==> config.mk <==
export PLATFORM = sky130hd
export DESIGN_NAME = ucbc_ram
export DESIGN_NICKNAME = d
export VERILOG_FILES = /design/src/hw/rtl/ucbc_ram.sv
export SDC_FILE = /design/constraint.sdc
export NUM_CORES = 1
export LEC_CHECK = 0
export ABC_AREA = 1
export BUFFER_PORTS_ARGS = -buffer_cell sky130_fd_sc_hd__buf_2
export CELL_PAD_IN_SITES_DETAIL_PLACEMENT = 0
export CELL_PAD_IN_SITES_GLOBAL_PLACEMENT = 1
export CORE_MARGIN = 2
export CORE_UTILIZATION = 50
export DETAILED_ROUTE_END_ITERATION = 16
export GPL_ROUTABILITY_DRIVEN = 0
export PLACE_DENSITY = 0.84
export SLEW_MARGIN = 10
export SYNTH_ARGS = -nofsm -noshare
export SYNTH_HDL_FRONTEND = slang
export SYNTH_SLANG_ARGS = --single-unit
==> constraint.sdc <==
create_clock -name clk -period 3.2 [get_ports clk]
set_clock_uncertainty 0.2 [all_clocks]
set_input_delay 0.64 -clock clk [delete_from_list [all_inputs] [get_ports clk]]
set_output_delay 0.64 -clock clk [all_outputs]
set_load 0.02 [all_outputs]
==> src/hw/rtl/ucbc_ram.sv <==
// Generic simple dual-port RAM with registered read.
module ucbc_ram #(
    parameter int WIDTH = 8,
    parameter int DEPTH = 16
) (
    input  logic                     clk,
    input  logic                     wr_en,
    input  logic [$clog2(DEPTH)-1:0] wr_addr,
    input  logic [WIDTH-1:0]         wr_data,
    input  logic                     rd_en,
    input  logic [$clog2(DEPTH)-1:0] rd_addr,
    output logic [WIDTH-1:0]         rd_data
);

    logic [WIDTH-1:0] mem [DEPTH];

    always_ff @(posedge clk)
    begin
        if (wr_en)
        begin
            mem[wr_addr] <= wr_data;
        end
        if (rd_en)
        begin
            rd_data <= mem[rd_addr];
        end
    end

endmodule

* After elaboration in Yosys (flattened, before gate mapping) *
Memories as Yosys holds them, arrays and structs flattened. A register that Yosys moved wholly into a read port is not among the register bits.
Index checks and enable logic that the tools add are counted.

word-level totals
  memory bits (writable) = 128
  memories = 1
  flip-flop bits (word level) = 0
  output and inout bits = 8
  word-level logic and storage cells = 3

operators by class
  multiplexer cells = 2

memory list
  name  depth  bits a word  rd ports  clocked after Yosys merged registers in  wr ports  RTL line  source
  mem   16     8            1         1                                        1         15        logic [WIDTH-1:0] mem [DEPTH];

operator list
  kind    number
  $mux 1  2

* Depth between registers and ports, before layout *
Gate-level depths: netlist (run 1).

  depth in word-level cells = 2
  mapped depth = 8
  gate-level depth less buffers = 7

* Least setup slack after synthesis (run 1) *
OpenSTA, ideal clock, no wires.

  kind = input to register
  start = in wr_addr[2]
  end = mem mem[10][0], enable pin
  slack = 1.409 ns
  cell stages on the path = 2
  library setup time = 0.370 ns
  arrival = 1.221 ns
  cell sequence = nand3b_1 -> nor2_1

RTL lines
  item         RTL line  source
  from (decl)  8         input logic [$clog2(DEPTH)-1:0] wr_addr,
  to (decl)    15

No word-level cell before the write port.

==> results.md, run 1 <==
- Number of remaining DRC errors: 0
- Type of origin of the critical path: input pin
- Combinational share of power: under 10%
- Clock Sinks: 136
- Vias: 3800
- Core Area: 11400 um2
- Top Ports: 27
- Worst Hold Depth: 1
- First-pass GRT wire length: a little over 20000 um
- Final worst path period need: 2.13 ns
- Number of global-route vias before repair: around 3700
- Post-layout util: 58.2%
- DR WL/cell: 18.3 um
- Final #Nets: roughly 590
- Area after DPL: 6020 um2
- WP data required: approximately 3.2 ns
- RR Endpoint: rd_data[2]
- Final hold violation count: 0
- Initial Util: around 50%
- Syn avg cell area: around 11 um2
- Synth cell types: 11
- Net Sw Power: between 0.8 and 0.9 mW
- Total power draw: 4.33 mW
- Die Wd: roughly 110 um
- R2r setup slk: 1.88 ns
- Area of the multi-input gates: 1210 um2
- Unrepaired setup endpoints after global routing: no
- Setup violators final: 0
- Die ar.: around 13000 um2
- Cell count after placement: 699
- Initial antenna violation count: 0
- First DRT Iteration DRCs: about 350
- Area Overhead vs Synth: 13.6%
- Post-Route M1 WL: ~5900 um
- Root Driver: clkbuf_16
- Static leakage: around 2.8 nW
- WHS Endpoint: rd_data[0]
- GRT overflow: 0
- F_max: ~470 MHz
- Post-synthesis net count: 570
- CTS tree: yes
- Router iterations before antenna repair: 5
- Final HPWL DP: ~8300 um
- Global-route usage over all layers: between 20% and 30%
- Post-CTS setup buffers: 0
- Finished Layout Cells: between 700 and 800
- # resized after CTS: 0
- Clock H-tree levels: 4
- Sequential group share of total power: 46.7%
- Worst VDD drop: about 0.00054 V
- Register area share after synthesis: between 60% and 70%
- CTS clk-pin slew, worst paths: 0.06 ns
- Worst Setup End Kind: flip-flop
- Post-route ant nets: 0
- Relative slew slack: between 40% and 50%
- Outcome: finished, final reports clean
- Cell count of the worst reg-to-reg path: 6
- Post-Synthesis Cells: ~550
- Chip height: 112 um
- Largest buffer count on any clock path: 2
- Clock power frac: between 40% and 50%
- Mapped Area: a little under 6000 um2
- Worst setup margin: approximately 1.1 ns
- Register area: 4080 um2
- Top routing layer in use: met4
- # fillers: between 900 and 1000
- Worst hold slack: roughly 0.38 ns
- Met3 WL post-DR: ~800 um
- Hold_buf cts: 0
- FP Rows: 39
- Power Density: 652 nW/um2
- Ys Warns: 0
- Share of post-route cells with drive strength above 1: under 10%
- Max-cap viol count: 0
- Max-slew violations: 0
- DR WL met2: around 6000 um
- Actual slew at the worst max-slew pin: between 0.7 and 0.8 ns
- Pin count of the biggest net entering global routing: 44
- # diodes: 0
- IO Port Bufs: 26
- R2R Path Start: mem[9][2]
- Routed WL: between 10000 and 15000 um
- Crit Path Max Fanout: 33
- Hold Crit Start: rd_en
- Post-layout instance area: between 6000 and 7000 um2
- Crit Path Category: input pin to flip-flop
- Synth Register Bits: roughly 140
- Crit share post-route: 66.5%
- Num CTS Buffers: 17
- Switching power share of the total: about a fifth
- WP data arrival: between 2 and 2.5 ns
- Setup WS pre-CTS: 0.677 ns
- Pint: approximately 3.4 mW
- DR vias/cell: 5.20
- HP Class: input pin to flip-flop
- Worst-Skew Late Latency: 0.42 ns
- Post-Route Setup TNS: 0 ns
layer usage:
metal	global-route usage, %	vias to the layer above
met1	31.4	1789
met4	11.5	0
met3	4.59	38
met5	0	-
li1	-	1829
met2	33.6	144
cell usage after synthesis:
master,count,area [um2]
nor2_1,17,63.8
buf_1,1,3.75
nand2_1,173,649
nand3_1,97,485
edfxtp_1,136,4080
inv_2,2,7.51
buf_2,13,65.1
buf_4,4,30.0
buf_6,6,67.6
nand3b_1,2,15.0
inv_1,100,375
state kept, by name, summed over array words and instances (netlist names):
| register | flops |
|---|---|
| mem | 128 |
| rd_data | 8 |
critical path: stages:
cell and delay (ns):
buf_2 0.50, inv_2 0.43, nand3_1 0.19, nand3_1 0.10
nand3_1 0.16, nand2_1 0.06
final cells by class:
| type | count | share of cell area, % |
|---|---|---|
| repair buffers | 29 | 2.49 |
| flip-flops and latches | 136 | 61.5 |
| clock buffers | 22 | 6.69 |
| well taps | 143 | 2.69 |
| inverters | 102 | 5.76 |
| multi-input cells | 289 | 18.3 |
| clock inverters | 10 | 2.64 |
layout by cell type, fill, tap and decap left out:
master,n
edfxtp_1,136
buf_2,26
clkbuf_16,17
clkinv_2,1
clkinv_4,1
bufinv_16,5
nand2_1,173
clkbuf_1,5
buf_4,2
clkinv_1,3
buf_12,1
nand3b_1,2
inv_1,100
nand3_1,97
inv_2,2
nor2_1,17
worst max-delay path by stage:
stage	from	slack (ns)	cells after the start	endpoint
final	rd_addr[1]	1.07	6	rd_data[2]
after global routing	rd_addr[1]	0.90	6	rd_data[2]
after CTS	rd_addr[1]	1.12	6	rd_data[2]
after detailed placement	rd_addr[1]	0.68	6	rd_data[2]
after global placement	rd_addr[1]	0.71	6	rd_data[2]
after floorplan	wr_addr[2]	1.41	2	mem[10][0]
kinds of logic after synthesis:
logic type / share of synthesized area (%)
buf+inv: 9.39
flops: 69.8
simple gates: 20.8
power by group through the flow:
stage	Combinational (mW)	Sequential (mW)	Clock (mW)
floorplan	0.141	2.06	0
global placement	0.243	2.06	0
detailed placement	0.245	2.06	0
CTS	0.246	2.02	2.10
global route	0.271	2.02	2.15
finish	0.245	2.02	2.07
No activity file was read; power rests on OpenSTA's default activity.
==> run 2: changes to the inputs <==
Settings changed: ABC_AREA 1 to 0, CORE_UTILIZATION 50 to 48, PLACE_DENSITY 0.84 to 0.77.
Clock period 3.2 ns to 1.9 ns, I/O delays scaled along.
==> run 2 against run 1 <==
Effect of this change: utilization increased by 0.59 points; total power is 68% higher; critical endpoint is now rd_data[5]; register-to-register slack worse by 1.7 ns; clock power increased by 71%; final cell count down 40%; sequential power rose by 68%; worst setup slack got worse by 0.88 ns; critical path type is now flip-flop to flip-flop; sequential share of layout area is 3.2 points higher; cell area shrank 4.9%; global-route usage shrank 3.3 points; non-clock buffer count increased by 21; largest power group unchanged.
==> results.md, run 2 <==
- Post-Route Setup TNS: 0 ns (unchanged)
- Num CTS Buffers: 17 (unchanged)
- Post-synthesis net count: 248 (-56%)
- WP data arrival: 1.78 ns (-0.32 ns)
- R2r setup slk: 0.19 ns (-1.69 ns)
- Area after DPL: 5660 um2 (-6.0%)
- Initial antenna violation count: 0 (unchanged)
- Vias: 2516 (-34%)
- Synth cell types: 18 (+7)
- Async S/R FF share, synth: 0% (unchanged)
- Most used DFF post-synth: edfxtp_1
- Final hold violation count: 0 (unchanged)
- Area Overhead vs Synth: 20.8%
- Type of origin of the critical path: flip-flop
- Cell count of the worst reg-to-reg path: 3 (-3)
- Finished Layout Cells: 440 (-40%)
- Worst Setup End Kind: flip-flop
- WP data required: 1.97 ns (-1.20 ns)
- Largest buffer count on any clock path: 2 (unchanged)
- CTS clk-pin slew, worst paths: 0.06 ns (about the same)
- Top Ports: 27 (unchanged)
- Mux cell area share after synthesis: 14.8% (+15 points)
- Post-Synth Simple-Gate Area: 3.14% (-18 points)
- Compound-Gate Fraction of Synth Area: 2.30% (+2.3 points)
- Actual slew at the worst max-slew pin: 0.852 ns (+0.0582 ns)
- Number of global-route vias before repair: 2511 (-32%)
- Chip height: 108 um (-3.4%)
- DR vias/cell: 5.72 (+10%)
- Biggest register: mem
- Power Density: 1150 nW/um2 (+76%)
- EDFF count, synth: 136 (unchanged)
- Share of post-route cells with drive strength above 1: 33.0% (+24 points)
- Top Registers: mem: 128 flops, rd_data: 8 flops
- Initial Util: 48.6% (-2.6 points)
- R2R Path Start: mem[1][5]
- Die ar.: 11700 um2 (-6.6%)
- Post-layout util: 58.8% (+0.59 points)
- Static leakage: 2.16 nW (-24%)
- DR WL/cell: 22.7 um (+25%)
- DR WL met2: 5020 um (-19%)
- Pin count of the biggest net entering global routing: 24 (-45%)
- Most common cell in the netlist: edfxtp_1
- # fillers: 801 (-19%)
- First DRT Iteration DRCs: 269 (-23%)
- Number of flip-flops in the largest register: 128 (unchanged)
- F_max: just under 600 MHz
- Total power draw: 7.26 mW (+68%)
- Met3 WL post-DR: 618 um (-23%)
- Routed WL: 10000 um (-25%)
- Final #Nets: 307 (-48%)
- Synth Register Bits: 136 (unchanged)
- Worst hold slack: 0.0389 ns (-0.340 ns)
- Mapped Area: 5230 um2 (-11%)
- Max-slew violations: 0 (unchanged)
- Largest family of logic cells by synthesized area: multiplexers
- Crit Path Max Fanout: 1 (-97%)
- CTS tree: yes
- Clock H-tree levels: 4 (unchanged)
- # diodes: 0 (unchanged)
- Setup violators final: 0 (unchanged)
- Top routing layer in use: met4
- # resized after CTS: 0 (unchanged)
- Crit path to: rd_data[5]
- Global-route usage over all layers: 19.1% (-3.3 points)
- Cell count after placement: 408 (-42%)
- Core Area: 10700 um2 (-5.9%)
- Register area share after synthesis: 78.1% (+8.3 points)
- Post-layout instance area: 6320 um2 (-4.9%)
- Crit share post-route: between 90% and 100%
- Yosys top cell area share: 78.1% (+8.3 points)
- Post-route ant nets: 0 (unchanged)
- Outcome: finished, final reports clean
- Final HPWL DP: 6060 um (-27%)
- Syn avg cell area: 22.8 um2 (+120%)
- Max-cap viol count: 0 (unchanged)
- CP Launch Point: mem[1][5]
- FP Rows: 38 (-2.6%)
- Synth Area in XOR/XNOR: 0% (unchanged)
- Synth top area cells: edfxtp_1 78%, mux4_2 7.8%, mux4_1 7.0%
- RR Endpoint: rd_data[5]
- Clock Sinks: 136 (unchanged)
- Relative slew slack: 43.1% (-3.8 points)
- First-pass GRT wire length: 15000 um (-28%)
- Post-Synthesis Cells: 229 (-58%)
- Ys Warns: 0 (unchanged)
- Unrepaired setup endpoints after global routing: no
- Final worst path period need: between 1.5 and 2 ns
- Worst setup margin: 0.189 ns (-0.885 ns)
- Post-Route M1 WL: 4120 um (-31%)
- Worst-Skew Late Latency: 0.52 ns (+0.10 ns)
- GRT overflow: 0 (unchanged)
- IO Port Bufs: 26 (unchanged)
- Router iterations before antenna repair: 5 (unchanged)
- Most common cell after layout, fill and taps aside: edfxtp_1
- HP Class: input pin to flip-flop
- Largest area contributor in the netlist: edfxtp_1
- Worst VDD drop: 0.000606 V (+13%)
- Die Wd: 108 um (-3.4%)
- Post-synth top cells: 136 x edfxtp_1, 18 x mux4_2, 16 x a22oi_1
- Adder-cell area share of the yosys netlist: 0% (unchanged)
- Highest-count cells in the layout ignoring fill and taps: 136 x edfxtp_1, 26 x buf_2, 20 x buf_4, 18 x mux4_2
- Number of remaining DRC errors: 0 (unchanged)
- Root Driver: clkbuf_8
- Setup WS pre-CTS: -0.239 ns (-0.916 ns)
- Crit Path Category: flip-flop to flip-flop
-- run 2: changes by cell type in the layout (fill, tap and decap cells not counted), sizes merged, moves of 5 or more --
cell and change:
inv -102, clkbuf -5, a22oi +16, buf +20, nand2 -164, nand3 -96, mux4 +32
-- run 2: report_power, final --
group	switching (mW)	internal (mW)	total [mW]	leakage (nW)
registers	0.0156	3.38	3.40	1.24
logic	0.195	0.142	0.337	0.612
clock network	1.15	2.37	3.53	0.307
total	1.37	5.90	7.26	2.16
-- run 2: layout make-up --
type	instances	area, um2	share of cell area (%)
flip-flops and latches	136	4080	64.7
clock buffers	17	414	6.56
repair buffers	50	350	5.55
multi-input cells	83	1060	16.8
well taps	140	175	2.77
clock inverters	14	230	3.65
-- run 2: worst min-delay path by stage --
| stage | from | endpoint | slack [ns] | cells past startpoint |
|---|---|---|---|---|
| 2_1_floorplan | wr_data[0] | mem[0][0] | 0.28 | 0 |
| 3_3_place_gp | mem[11][1] | rd_data[1] | 0.53 | 3 |
| 3_5_place_dp | mem[14][7] | rd_data[7] | 0.54 | 3 |
| 4_1_cts | wr_data[0] | mem[10][0] | 0.01 | 1 |
| 5_1_grt | wr_data[6] | mem[6][6] | 0.02 | 1 |
| 6_report | wr_data[0] | mem[10][0] | 0.04 | 1 |
-- run 2: cells by family (layout without fill, tap and decap cells) --
logic type             after synthesis  in the layout
buffers and inverters               10             81
DFF                                136            136
AOI/OAI and AO/OA                   16             16
and+or+nand+nor                     35             35
muxes                               32             32
-- run 2: metal layers --
metal / vias up / GRT usage [%]
met4: 0 / 9.43
met1: 1283 / 25.0
met3: 18 / 5.91
li1: 1104 / -
met5: - / 0
met2: 111 / 29.4
-- run 2: repair_timing --
action                                  4_1_cts  5_1_grt
endpoints found under the setup margin        0        0
hold buffers                                  1        0
setup buffers                                 0        0
hold endpoints to repair                      8        0
-- run 2: critical path, cell delays in order (launching register included) --
cell      delay [ns]
edfxtp_1        0.36
mux4_1          0.53
a22oi_1         0.26
nand2_1         0.10
