<file path="config.mk">
export PLATFORM = sky130hd
export DESIGN_NAME = ucbc_engine
export DESIGN_NICKNAME = d
export VERILOG_FILES = /design/src/hw/rtl/ucbc_pkg.sv /design/src/hw/rtl/ucbc_engine.sv
export SDC_FILE = /design/constraint.sdc
export NUM_CORES = 1
export LEC_CHECK = 0
export BUFFER_PORTS_ARGS = -buffer_cell sky130_fd_sc_hd__buf_4
export CAP_MARGIN = 20
export CORE_AREA = 2 2 213 215
export CTS_CLUSTER_DIAMETER = 30
export DETAILED_ROUTE_END_ITERATION = 6
export DIE_AREA = 0 0 215 217
export GPL_TIMING_DRIVEN = 0
export SETUP_SLACK_MARGIN = 0.05
export SYNTH_ARGS = -nofsm -noshare
export SYNTH_HDL_FRONTEND = slang
export SYNTH_SLANG_ARGS = --single-unit
export TNS_END_PERCENT = 1
</file>
<file path="constraint.sdc">
create_clock -name clk -period 5.2 [get_ports clk]
set_input_delay 1.04 -clock clk [delete_from_list [all_inputs] [get_ports clk]]
set_output_delay 1.04 -clock clk [all_outputs]
set_load 0.02 [all_outputs]
</file>
<file path="src/hw/rtl/ucbc_pkg.sv">
// Shared types and constants of the usage-count block cache.
package ucbc_pkg;

    localparam int MAX_ENTRIES = 64;
    localparam int DATA_BITS   = 64;
    localparam int ID_W        = 64;
    localparam int USE_W       = 7;
    localparam int CNT_W       = $clog2(MAX_ENTRIES + 1);
    localparam int IDX_W       = $clog2(MAX_ENTRIES);
    localparam int STAT_W      = 32;

    typedef enum logic [1:0] {
        KIND_STORE    = 2'd0,
        KIND_RETRIEVE = 2'd1,
        KIND_DROP     = 2'd2,
        KIND_NONE     = 2'd3
    } kind_t;

    typedef enum logic [2:0] {
        ST_IDLE,
        ST_SEARCH,
        ST_AGE,
        ST_MINSCAN,
        ST_SHIFT,
        ST_APPEND,
        ST_DONE
    } state_t;

    typedef struct packed {
        logic [ID_W-1:0]      id;
        logic [USE_W-1:0]     usage;
        logic [DATA_BITS-1:0] data;
    } entry_t;

    localparam int ENTRY_W = $bits(entry_t);

    typedef struct packed {
        logic             rd_en;
        logic [IDX_W-1:0] rd_addr;
        logic             wr_en;
        logic [IDX_W-1:0] wr_addr;
        entry_t           wr_data;
    } mem_req_t;

    typedef struct packed {
        logic                 found;
        logic [DATA_BITS-1:0] read_data;
        logic [STAT_W-1:0]    hit_count;
        logic [STAT_W-1:0]    miss_count;
    } result_t;

endpackage

</file>
<file path="src/hw/rtl/ucbc_engine.sv">
// Sequencer that searches, ages, evicts and compacts the entry memory.
module ucbc_engine
    import ucbc_pkg::*;
(
    input  logic             clk,
    input  logic             rst_n,
    input  logic [USE_W-1:0] max_blocks,
    input  logic             in_valid,
    output logic             in_ready,
    input  logic [1:0]       in_kind,
    input  logic [ID_W-1:0]  in_id,
    input  logic [DATA_BITS-1:0] in_data,
    output mem_req_t         mem_req,
    input  entry_t           mem_rdata,
    output logic             res_valid,
    input  logic             res_ready,
    output result_t          res
);

    state_t               state_reg, state_next;
    logic [CNT_W-1:0]     scan_reg, scan_next;
    logic                 pv_reg, pv_next;
    logic [IDX_W-1:0]     pidx_reg, pidx_next;
    logic [IDX_W-1:0]     pos_reg, pos_next;
    logic [IDX_W-1:0]     best_reg, best_next;
    logic [USE_W-1:0]     bestu_reg, bestu_next;
    logic [CNT_W-1:0]     count_reg, count_next;
    logic [STAT_W-1:0]    hits_reg, hits_next;
    logic [STAT_W-1:0]    misses_reg, misses_next;
    kind_t                kind_reg, kind_next;
    logic [ID_W-1:0]      id_reg, id_next;
    logic [DATA_BITS-1:0] data_reg, data_next;
    logic [DATA_BITS-1:0] rd_reg, rd_next;
    logic                 found_reg, found_next;
    logic [CNT_W-1:0]     cap;
    logic                 match;
    logic                 scan_more;
    logic [DATA_BITS-1:0] touch_data;

    always_comb
    begin
        if (max_blocks == '0)
        begin
            cap = CNT_W'(1);
        end
        else if (32'(max_blocks) > MAX_ENTRIES)
        begin
            cap = CNT_W'(MAX_ENTRIES);
        end
        else
        begin
            cap = CNT_W'(max_blocks);
        end
    end

    assign match     = pv_reg && (mem_rdata.id == id_reg);
    assign scan_more = scan_reg < count_reg;

    always_ff @(posedge clk or negedge rst_n)
    begin
        if (!rst_n)
        begin
            state_reg  <= ST_IDLE;
            pv_reg     <= 1'b0;
            count_reg  <= '0;
            hits_reg   <= '0;
            misses_reg <= '0;
        end
        else
        begin
            state_reg  <= state_next;
            pv_reg     <= pv_next;
            count_reg  <= count_next;
            hits_reg   <= hits_next;
            misses_reg <= misses_next;
        end
    end

    always_ff @(posedge clk)
    begin
        scan_reg  <= scan_next;
        pidx_reg  <= pidx_next;
        pos_reg   <= pos_next;
        best_reg  <= best_next;
        bestu_reg <= bestu_next;
        kind_reg  <= kind_next;
        id_reg    <= id_next;
        data_reg  <= data_next;
        rd_reg    <= rd_next;
        found_reg <= found_next;
    end

    always_comb
    begin
        state_next  = state_reg;
        scan_next   = scan_reg;
        pv_next     = pv_reg;
        pidx_next   = pidx_reg;
        pos_next    = pos_reg;
        best_next   = best_reg;
        bestu_next  = bestu_reg;
        count_next  = count_reg;
        hits_next   = hits_reg;
        misses_next = misses_reg;
        kind_next   = kind_reg;
        id_next     = id_reg;
        data_next   = data_reg;
        rd_next     = rd_reg;
        found_next  = found_reg;
        in_ready    = 1'b0;
        res_valid   = 1'b0;
        mem_req     = '0;
        touch_data  = (kind_reg == KIND_STORE) ? data_reg : mem_rdata.data;

        unique case (state_reg)
            ST_IDLE:
            begin
                in_ready = 1'b1;
                if (in_valid)
                begin
                    kind_next  = kind_t'(in_kind);
                    id_next    = in_id;
                    data_next  = in_data;
                    rd_next    = '0;
                    found_next = 1'b0;
                    scan_next  = '0;
                    pv_next    = 1'b0;
                    state_next = ST_SEARCH;
                end
            end

            ST_SEARCH:
            begin
                if (match || (!pv_reg && !scan_more))
                begin
                    // the unused kind reports nothing found
                    found_next = match && (kind_reg != KIND_NONE);
                    pv_next    = 1'b0;
                    scan_next  = '0;
                    bestu_next = '1;
                    pos_next   = pidx_reg;
                    state_next = ST_DONE;
                    case (kind_reg) inside
                        KIND_STORE, KIND_RETRIEVE:
                        begin
                            if (match)
                            begin
                                // touch: bump usage, or age everyone else at the ceiling
                                mem_req.wr_en        = 1'b1;
                                mem_req.wr_addr      = pidx_reg;
                                mem_req.wr_data      = mem_rdata;
                                mem_req.wr_data.data = touch_data;
                                if (mem_rdata.usage < max_blocks)
                                begin
                                    mem_req.wr_data.usage = mem_rdata.usage + USE_W'(1);
                                end
                                else
                                begin
                                    state_next = ST_AGE;
                                end
                                if (kind_reg == KIND_RETRIEVE)
                                begin
                                    rd_next   = mem_rdata.data;
                                    hits_next = hits_reg + STAT_W'(1);
                                end
                            end
                            else if (kind_reg == KIND_RETRIEVE)
                            begin
                                misses_next = misses_reg + STAT_W'(1);
                            end
                            else if (count_reg >= cap)
                            begin
                                state_next = ST_MINSCAN;
                            end
                            else
                            begin
                                state_next = ST_APPEND;
                            end
                        end
                        KIND_DROP:
                        begin
                            if (match)
                            begin
                                scan_next  = CNT_W'(pidx_reg) + CNT_W'(1);
                                state_next = ST_SHIFT;
                            end
                        end
                        default:
                        begin
                            state_next = ST_DONE;
                        end
                    endcase
                end
                else if (scan_more)
                begin
                    mem_req.rd_en   = 1'b1;
                    mem_req.rd_addr = scan_reg[IDX_W-1:0];
                    pidx_next       = scan_reg[IDX_W-1:0];
                    scan_next       = scan_reg + CNT_W'(1);
                    pv_next         = 1'b1;
                end
                else
                begin
                    pv_next = 1'b0;
                end
            end

            ST_AGE:
            begin
                if (pv_reg && (pidx_reg != pos_reg) && (mem_rdata.usage != '0))
                begin
                    mem_req.wr_en         = 1'b1;
                    mem_req.wr_addr       = pidx_reg;
                    mem_req.wr_data       = mem_rdata;
                    mem_req.wr_data.usage = mem_rdata.usage - USE_W'(1);
                end
                if (scan_more)
                begin
                    mem_req.rd_en   = 1'b1;
                    mem_req.rd_addr = scan_reg[IDX_W-1:0];
                    pidx_next       = scan_reg[IDX_W-1:0];
                    scan_next       = scan_reg + CNT_W'(1);
                    pv_next         = 1'b1;
                end
                else
                begin
                    pv_next = 1'b0;
                    if (!pv_reg)
                    begin
                        state_next = ST_DONE;
                    end
                end
            end

            ST_MINSCAN:
            begin
                // lowest usage wins, a tie goes to the later position
                if (pv_reg && (mem_rdata.usage <= bestu_reg))
                begin
                    best_next  = pidx_reg;
                    bestu_next = mem_rdata.usage;
                end
                if (scan_more)
                begin
                    mem_req.rd_en   = 1'b1;
                    mem_req.rd_addr = scan_reg[IDX_W-1:0];
                    pidx_next       = scan_reg[IDX_W-1:0];
                    scan_next       = scan_reg + CNT_W'(1);
                    pv_next         = 1'b1;
                end
                else
                begin
                    pv_next = 1'b0;
                    if (!pv_reg)
                    begin
                        scan_next  = CNT_W'(best_reg) + CNT_W'(1);
                        state_next = ST_SHIFT;
                    end
                end
            end

            ST_SHIFT:
            begin
                if (pv_reg)
                begin
                    mem_req.wr_en   = 1'b1;
                    mem_req.wr_addr = pidx_reg - IDX_W'(1);
                    mem_req.wr_data = mem_rdata;
                end
                if (scan_more)
                begin
                    mem_req.rd_en   = 1'b1;
                    mem_req.rd_addr = scan_reg[IDX_W-1:0];
                    pidx_next       = scan_reg[IDX_W-1:0];
                    scan_next       = scan_reg + CNT_W'(1);
                    pv_next         = 1'b1;
                end
                else
                begin
                    pv_next = 1'b0;
                    if (!pv_reg)
                    begin
                        count_next = count_reg - CNT_W'(1);
                        scan_next  = '0;
                        bestu_next = '1;
                        if (kind_reg == KIND_DROP)
                        begin
                            state_next = ST_DONE;
                        end
                        else if ((count_reg - CNT_W'(1)) >= cap)
                        begin
                            state_next = ST_MINSCAN;
                        end
                        else
                        begin
                            state_next = ST_APPEND;
                        end
                    end
                end
            end

            ST_APPEND:
            begin
                mem_req.wr_en         = 1'b1;
                mem_req.wr_addr       = count_reg[IDX_W-1:0];
                mem_req.wr_data.id    = id_reg;
                mem_req.wr_data.usage = USE_W'(1);
                mem_req.wr_data.data  = data_reg;
                count_next            = count_reg + CNT_W'(1);
                state_next            = ST_DONE;
            end

            ST_DONE:
            begin
                res_valid = 1'b1;
                if (res_ready)
                begin
                    state_next = ST_IDLE;
                end
            end

            default:
            begin
                state_next = ST_IDLE;
            end
        endcase
    end

    assign res.found      = found_reg;
    assign res.read_data  = rd_reg;
    assign res.hit_count  = hits_reg;
    assign res.miss_count = misses_reg;

endmodule

</file>
==> After elaboration in Yosys (flattened, before gate mapping) <==
Index checks and enable logic that the tools add are counted.
{ "word_totals": {"reg_bits": 302} }
{ "op_classes": {"addsub": 10, "order_cmp": 6, "n_eq_ne": 27, "mux": 68, "bitwise_logic": 1, "reduce_logical": 34} }
{ "ops": {"columns": ["op", "count"], "rows": [
  ["$mux 142", 5],
  ["$pmux 142 s4", 1],
  ["$mux 64", 6],
  ["$mux 7", 21],
  ["$pmux 64 s2", 1],
  ["$add 32x1->32 const B", 2],
  ["$eq 64x64->1", 1],
  ["$mux 3", 16],
  ["$pmux 7 s5", 1],
  ["$ne 2x2->1 const B", 14],
  ["$pmux 7 s2", 2],
  ["$add 7x1->7 const B", 3],
  ["$pmux 3 s7", 1],
  ["$pmux 7 s3", 1],
  ["$reduce_and 5->1", 3],
  ["$add 6x1->7 const B", 2],
  ["$ge 7x7->1", 2],
  ["$lt 7x7->1", 2],
  ["$sub 7x1->7 const B", 2],
  ["$mux 6", 2],
  ["$pmux 6 s2", 1],
  ["$reduce_and 2->1", 5],
  ["$eq 3x3->1 const B", 3],
  ["$reduce_and 9->1", 1],
  ["30 further kinds", 48]
]} }

==> Longest topological paths before layout <==
Gate-level depths: netlist of the first run.
{ "logic_depth": {"depth_word": 10, "mapped_depth": 13} }

==> Worst setup path after synthesis of the first run <==
OpenSTA, ideal clock, no wires.
{ "synth_path": {"path_kind": "register to register", "start": "reg state_reg[2]", "end": "reg rd_reg[0] (enable)", "t_arrival_ns": 5.417, "required_ns": 4.806, "setup_slack_ns": -0.611, "stages_incl_launch_ff": 5, "period_less_slack_ns": 5.811, "path_cell_list": "dfrtp_1 -> clkbuf_1 -> nor3_1 -> and2_1 -> or2_2"} }
{ "synth_between": {"elab_chain_cells": 3} }
{ "synth_rtl": {"columns": ["element", "line", "source"], "rows": [
  ["start, declared", "ucbc_engine.sv:20", "state_t state_reg, state_next;"],
  ["start signal, assigned", "ucbc_engine.sv:71", "state_reg <= state_next;"],
  ["$eq 3x1->1 or $logic_not 3->1 (tied branches)", "ucbc_engine.sv:115", "unique case (state_reg)"],
  ["$ne 2x1->1 (no source line), or another cell as far along", null, null],
  ["$reduce_and 6->1 (no source line) (*)", null, null],
  ["end signal, assigned", "ucbc_engine.sv:89", "rd_reg <= rd_next;"],
  ["end, declared", "ucbc_engine.sv:33", "logic [DATA_BITS-1:0] rd_reg, rd_next;"]
]} }
Every way passes the cells marked *; elsewhere a longest branch is shown, timed or not.
A chain may end at the register's enable or synchronous reset.

==> summary.md, run 1 <==
### Detailed routing
* **number of DRC violations after detailed routing** 0
* **routed metal-1 wire length** 24.6 mm
* **post-DR vias/cell** 5.42
* **routed length on met2** 30.8 mm
* **average wire per cell in the routed design** 22.8 um
* **final antenna-violating net count** 0
* **Pre-antenna DRT Iters** 6
* **met3 wire length** 4.55 mm
* **highest routed layer** met5
* **Via Count** 14700
* **number of DRC violations after detailed-routing iteration 0** 1197
* **total wire length** 61.9 mm

### Setup path
* **required time worst endpoint** 4.16 ns
* **cells along the critical path** clkbuf_1, inv_1, nor3_1, nand4_1, nand2_2, clkbuf_1, a22oi_1, o21ai_0, buf_4
* **R2R setup slack** 1.60 ns
* **Worst path slowest cell** sky130_fd_sc_hd__nor3_1
* **biggest cell delay along the critical path** 0.51 ns
* **Crit path top cell by count** sky130_fd_sc_hd__clkbuf_1
* **Worst Path Class, Setup** reg -> out
* **kind of start point of the critical path** flop
* **R2R Path End** rd_reg[39]$_SDFFCE_PN0P_
* **crit end category** output port
* **logic depth of the worst register-to-register path** 9
* **startpoint of the worst-slack reg-to-reg timing path** id_reg[13]$_DFFE_PP_
* **gate family responsible for the most delay along the worst path** simple AND/OR/NAND/NOR gates
* **worst path arrival time** 3.96 ns
* **peak fanout along the critical path** 10
* **buffer and inverter count on the worst path** 4

### Final layout
* **Final Core Density** 0.535
* **number of nets in the finished design** 2368
* **share of cells above drive strength 1** 0.348
* **Final Cell Area** 23900 um2
* **growth of design area from synthesis to finish** 49.7%
* **final std cells w/o fill** 2716

### Logic synthesis
* **proportion of synthesized area in mux cells** 0.00204
* **area of the mapped netlist** 16000 um2
* **synthesis-stage register bit count** 302
* **top cell type's share of synthesized area** 0.427
* **area share of fa/ha/maj cells after synthesis** 0.0361
* **compound-cell area share of the yosys netlist** 0.168
* **most frequently used flop master after synthesis** sky130_fd_sc_hd__edfxtp_1
* **combinational family with the most area after synthesis** compound AO/OA/AOI/OAI gates
* **top post-synthesis cells by count** sky130_fd_sc_hd__edfxtp_1, sky130_fd_sc_hd__xnor2_1, sky130_fd_sc_hd__o21ai_0, sky130_fd_sc_hd__and3_1, sky130_fd_sc_hd__nand2_1
* **yosys synthesis warning count** 0
* **Mapped Cells** 1398
* **Synth cell types** 75
* **post-synthesis sequential area ratio** 0.545
* **async set-reset flop share out of synthesis** 0.248
* **post-synth net total** 1720
* **post-synthesis simple-gate area fraction** 0.134
* **Area contributors post-synth** sky130_fd_sc_hd__edfxtp_1, sky130_fd_sc_hd__dfrtp_1, sky130_fd_sc_hd__xnor2_1
* **most frequent cell after synthesis** sky130_fd_sc_hd__edfxtp_1
* **number of synthesized flops with an enable pin** 227
* **fraction of synthesized cell area in xor and xnor cells** 0.0834
* **library cell occupying the most area in the post-synthesis netlist** sky130_fd_sc_hd__edfxtp_1
* **average footprint of a synthesized cell** 11.4 um2

### Die
* **initial core utilization** 0.357
* **core footprint** 44700 um2
* **number of standard-cell rows in the floorplan** 78
* **overall die width** 215 um
* **die outline height** 217 um
* **ports placed on the boundary** 556
* **die outline area** 46700 um2

### GRT
* **global-route wire length before repair** 90.8 mm
* **vias in the first global route** 14800
* **number of antenna violations at the first check in global routing** 3
* **combined global-route utilization of all metal layers** 0.256
* **maximum number of pins on one net before global-route repair** 76
* **total congestion overflow after global routing** 0

### Job
* **number of max-cap violations** 0

### Placed design
* **Worst Setup Slack post-DPL** -0.595 ns
* **count of placed standard cells including taps** 2556
* **routability congestion estimate** 0.900
* **count of port buffers added during placement** 555
* **final HPWL from detailed placement** 46.6 mm
* **Placed Instance Area** 21000 um2

### STA
* **worst-margin pin slew** 1.08 ns
* **number of hold violations in the final report** 0
* **Max transition margin** 0.281
* **skew final** 0.0246 ns
* **Max Fclk** 0.200 GHz
* **period utilisation layout** 0.962
* **final-layout worst hold slack** 0.301 ns
* **Slew Limit Fails** 0
* **Worst Setup Slack, final** 0.199 ns
* **setup repair after global routing missed its margin** no
* **clock period minus final worst setup slack** 5.00 ns
* **final setup violating endpoints** 0

### Power
* **Worst IR Drop VDD** 311 uV
* **PwrDens** 552 nW/um2
* **standby leakage power** 10.2 nW

### Min path
* **worst min-delay path class** in -> async

### Clock tree
* **clock network latency to the later pin of the worst-skew pair** 0.61 ns
* **Clock Sinks** 302
* **root cell of the clock tree** sky130_fd_sc_hd__clkbuf_16
* **# hold bufs at CTS** 0
* **TritonCTS buffer count** 84
* **clock edge transition at the registers on the reported setup and hold paths** 0.04 ns
* **number of H-tree branching levels** 3
* **clock tree from TritonCTS** built
* **number of buffers between clock root and the deepest sink** 3

### Outcome
* **status** finished clean

==> worst max-delay path by stage <==
stage	from	end	slack, ns	depth (start not counted)
floorplan	state_reg[2]$_DFFE_PN0P_	rd_reg[0]$_SDFFCE_PN0P_	0.86	4
global placement	state_reg[2]$_DFFE_PN0P_	rd_reg[40]$_SDFFCE_PN0P_	-0.75	4
detailed placement	mem_rdata[126]	mem_req[92]	-0.59	11
CTS	mem_rdata[104]	mem_req[92]	0.12	11
global route	state_reg[1]$_DFFE_PN0P_	mem_req[1]	0.06	9
finish	state_reg[1]$_DFFE_PN0P_	mem_req[1]	0.20	9
==> final cells by class <==
type                    count  area (um2)
multi-input cells         970        6800
clock buffers             101        2240
repair buffers            562        4310
plain buffers              87         367
flip-flops and latches    302        8690
diodes                      3        7.51
inverters                  39         146
well taps                 600         751
clock inverters            52         584
fillers                  3993       20800
==> kinds of logic after synthesis <==
family	Yosys count
adders and majority gates	46
DFF	302
buffers and inverters	126
and+or+nand+nor	386
muxes	3
AOI/OAI and AO/OA	383
xor gates and xnor gates	152
==> per-layer routing <==
| metal | up-vias | track usage |
|---|---|---|
| met1 | 7222 | 0.309 |
| met3 | 113 | 0.0664 |
| met5 | - | 0 |
| met2 | 656 | 0.437 |
| li1 | 6736 | - |
| met4 | 2 | 0.101 |
==> placed cells by master (no fill, tap or decap), drive strengths merged, types with 64 or more instances in the layout <==
cell and n:
buf 575, edfxtp 227, clkbuf 175, xnor2 87, o21ai 83, and3 80, nand2 79, dfrtp 75
o22ai 69, xor2 65, a22oi 65, a22o 64
==> power by group <==
part	internal, mW	switching, mW	leakage (nW)	total (mW)
Clock	3.58	1.55	1.37	5.13
Combinational	1.70	2.82	5.75	4.52
Sequential	3.25	0.295	3.12	3.54
Total	8.53	4.67	10.2	13.2
==> timing repair <==
action | 4_1_cts | 5_1_grt
pin swaps | 1 | 0
gates resized for setup | 5 | 5
setup endpoints to repair | 140 | 63
setup buffers | 2 | 0
==> stage by stage <==
step,TNS (ns),power (mW)
global route,0,13.8
finish,0,13.2
global placement,-80.78,7.96
CTS,0,13.2
detailed placement,-39.63,8.03
floorplan,0,6.11
==> worst register-to-register path: cells and delay by family (launching register included) <==
family / cells / cell delay (ns)
DFF: 1 / 0.40
buffers and inverters: 1 / 0.29
xor gates and xnor gates: 1 / 0.46
and+or+nand+nor: 7 / 2.04
No activity file was read; power rests on OpenSTA's default activity.
==> run 2: changes to the inputs <==
- CORE_AREA: 2 2 213 215 -> 2 2 217 219
- CTS_BUF_LIST: unset -> sky130_fd_sc_hd__clkbuf_4 sky130_fd_sc_hd__clkbuf_8
- DIE_AREA: 0 0 215 217 -> 0 0 219 221
==> run 2 against run 1 <==
Compared with the run above: wire length up 1.2%; critical path depth increased by 2; critical path type is now in -> out; flip-flop and latch count unchanged; first-iteration DRC count is 0.33% lower; fmax up 0.76%; sequential power about the same; clock skew grew 0.027 ns; power decreased by 11%.
==> summary.md, run 2 (synthesis results as in run 1) <==
### Detailed routing
* **total wire length** 62.6 mm
* **Via Count** 14900
* **final antenna-violating net count** 0
* **post-DR vias/cell** 5.49
* **number of DRC violations after detailed-routing iteration 0** 1193
* **Pre-antenna DRT Iters** 5
* **average wire per cell in the routed design** 23.0 um
* **number of DRC violations after detailed routing** 0

### Clock tree
* **root cell of the clock tree** sky130_fd_sc_hd__clkbuf_8
* **TritonCTS buffer count** 83
* **clock edge transition at the registers on the reported setup and hold paths** 0.05 ns
* **number of buffers between clock root and the deepest sink** 3
* **clock tree from TritonCTS** built
* **clock network latency to the later pin of the worst-skew pair** 0.67 ns
* **Clock Sinks** 302
* **number of H-tree branching levels** 3

### Setup path
* **cells along the critical path** buf_4, xnor2_1, nand4_1, nor4_2, and2_2, nand3_4, buf_2, nand3_2, buf_4, a22o_1, buf_4
* **crit end category** output port
* **worst path arrival time** 3.92 ns
* **startpoint of the worst setup timing path** mem_rdata[114]
* **gate family responsible for the most delay along the worst path** simple AND/OR/NAND/NOR gates
* **Worst path slowest cell** sky130_fd_sc_hd__nor4_2
* **peak fanout along the critical path** 10
* **required time worst endpoint** 4.16 ns
* **Worst Path Class, Setup** in -> out
* **kind of start point of the critical path** input pin
* **startpoint of the worst-slack reg-to-reg timing path** state_reg[1]$_DFFE_PN0P_
* **buffer and inverter count on the worst path** 4
* **biggest cell delay along the critical path** 0.42 ns
* **Crit path top cell by count** sky130_fd_sc_hd__buf_4

### Job
* **number of max-cap violations** 0

### STA
* **setup repair after global routing missed its margin** yes
* **Slew Limit Fails** 0
* **number of hold violations in the final report** 0
* **Max transition margin** 0.249
* **skew final** 0.0520 ns
* **Max Fclk** 0.201 GHz
* **aggregate negative setup slack** 0 ns
* **worst-margin pin slew** 1.12 ns
* **period utilisation layout** 0.955
* **clock period minus final worst setup slack** 4.96 ns
* **final setup violating endpoints** 0

### GRT
* **vias in the first global route** 14900
* **maximum number of pins on one net before global-route repair** 76
* **global-route wire length before repair** 92.4 mm
* **total congestion overflow after global routing** 0
* **combined global-route utilization of all metal layers** 0.253
* **number of antenna violations at the first check in global routing** 1

### Die
* **overall die width** 219 um
* **die outline area** 48400 um2
* **number of standard-cell rows in the floorplan** 79
* **core footprint** 46100 um2
* **die outline height** 221 um
* **initial core utilization** 0.347
* **ports placed on the boundary** 556

### Final layout
* **share of cells above drive strength 1** 0.355
* **most common cell after layout, fill and taps aside** sky130_fd_sc_hd__buf_4
* **growth of design area from synthesis to finish** 44.1%
* **number of fill cells** 4271
* **number of nets in the finished design** 2367
* **commonest cells after routing, fill and taps aside** sky130_fd_sc_hd__buf_4, sky130_fd_sc_hd__edfxtp_1, sky130_fd_sc_hd__clkbuf_8, sky130_fd_sc_hd__xnor2_1, sky130_fd_sc_hd__o21ai_0
* **Final Core Density** 0.499

### Outcome
* **status** finished clean

### Placed design
* **routability congestion estimate** 0.929
* **final HPWL from detailed placement** 47.6 mm
* **count of port buffers added during placement** 555

### Min path
* **worst min-delay path class** in -> async

### Power
* **net switching fraction of the power** 0.378
* **standby leakage power** 9.86 nW
* **Tot Pwr** 11.7 mW
* **design internal power** 7.28 mW
* **relative contribution of sequential cells to total power** 0.302
* **switching power summed over all nets** 4.43 mW
* **part of the total power dissipated in combinational logic** 0.388
* **PwrDens** 509 nW/um2
* **Worst IR Drop VDD** 261 uV
* **clock share of power** 0.310

==> run 2: cell count changes in the layout (fill, tap and decap cells not counted), moves of 3 or more <==
cell                        change
sky130_fd_sc_hd__inv_6          -5
sky130_fd_sc_hd__clkbuf_2       +3
sky130_fd_sc_hd__clkbuf_16     -86
sky130_fd_sc_hd__clkbuf_4      +17
sky130_fd_sc_hd__clkbuf_1      -14
sky130_fd_sc_hd__clkbuf_8      +87
==> run 2: metrics by stage <==
stage	std cells	hold slack, ns	worst slack [ns]	cell area, um2
2_1_floorplan	1398	0.443	0.860	16000
3_3_place_gp	2560	0.461	-0.646	20900
3_5_place_dp	2563	0.468	-0.697	21000
4_1_cts	2717	0.474	0.0654	23000
5_1_grt	2720	0.236	0.0306	23000
6_report	2720	0.268	0.237	23000
==> run 2: layout make-up <==
cell class                      count  area (um2)  area share
Sequential cell                   302        8690       0.378
Tap cell                          607         759      0.0330
Timing Repair Buffer              562        4300       0.187
Clock inverter                     45         566      0.0246
Multi-Input combinational cell    970        6800       0.296
Antenna cell                        1        2.50    0.000109
Inverter                           39         146     0.00636
Clock buffer                      107        1370      0.0594
Buffer                             87         369      0.0160
==> run 2: final timing paths <==
path | to | slack [ns] | cells past startpoint
max | mem_req[119] | 0.24 | 11
min | count_reg[1]$_DFFE_PN0P_ | 0.27 | 1
max reg2reg | bestu_reg[4]$_SDFFCE_PN1P_ | 1.22 | 8
min reg2reg | hits_reg[31]$_DFFE_PN0P_ | 0.48 | 1
max in group asynchronous | pv_reg$_DFFE_PN0P_ | 4.33 | 2
min in group clk | hits_reg[31]$_DFFE_PN0P_ | 0.48 | 1
==> run 2: power groups by stage <==
stage | Clock (mW) | Combinational, mW | Sequential [mW]
floorplan | 0 | 2.48 | 3.63
global placement | 0 | 4.40 | 3.59
detailed placement | 0 | 4.48 | 3.57
CTS | 3.71 | 4.51 | 3.54
global route | 3.83 | 4.85 | 3.58
finish | 3.62 | 4.54 | 3.54
==> run 2: layer usage <==
layer	up-vias	GRT usage	routed length (um)
met4	0	0.120	2810
met3	163	0.0555	4870
met2	749	0.420	30700
li1	6727	-	-
met5	-	0	0
met1	7287	0.310	24200
==> run 2: repair_timing <==
action	in CTS	in global routing
resized for setup	8	5
setup buffers	2	0
pin swaps	1	0
setup endpoints to repair	140	9
hold buffers	0	0
==> run 2: worst reg2reg max path, stage by stage (launching register included) <==
cell and delay (ns):
sky130_fd_sc_hd__dfrtp_1 0.32, sky130_fd_sc_hd__clkbuf_1 0.26, sky130_fd_sc_hd__nand2_1 0.39, sky130_fd_sc_hd__nor2_1 0.52
sky130_fd_sc_hd__nand3_1 0.17, sky130_fd_sc_hd__a31oi_1 0.86, sky130_fd_sc_hd__o21ai_0 0.23, sky130_fd_sc_hd__a221oi_1 0.64
sky130_fd_sc_hd__clkbuf_2 0.30
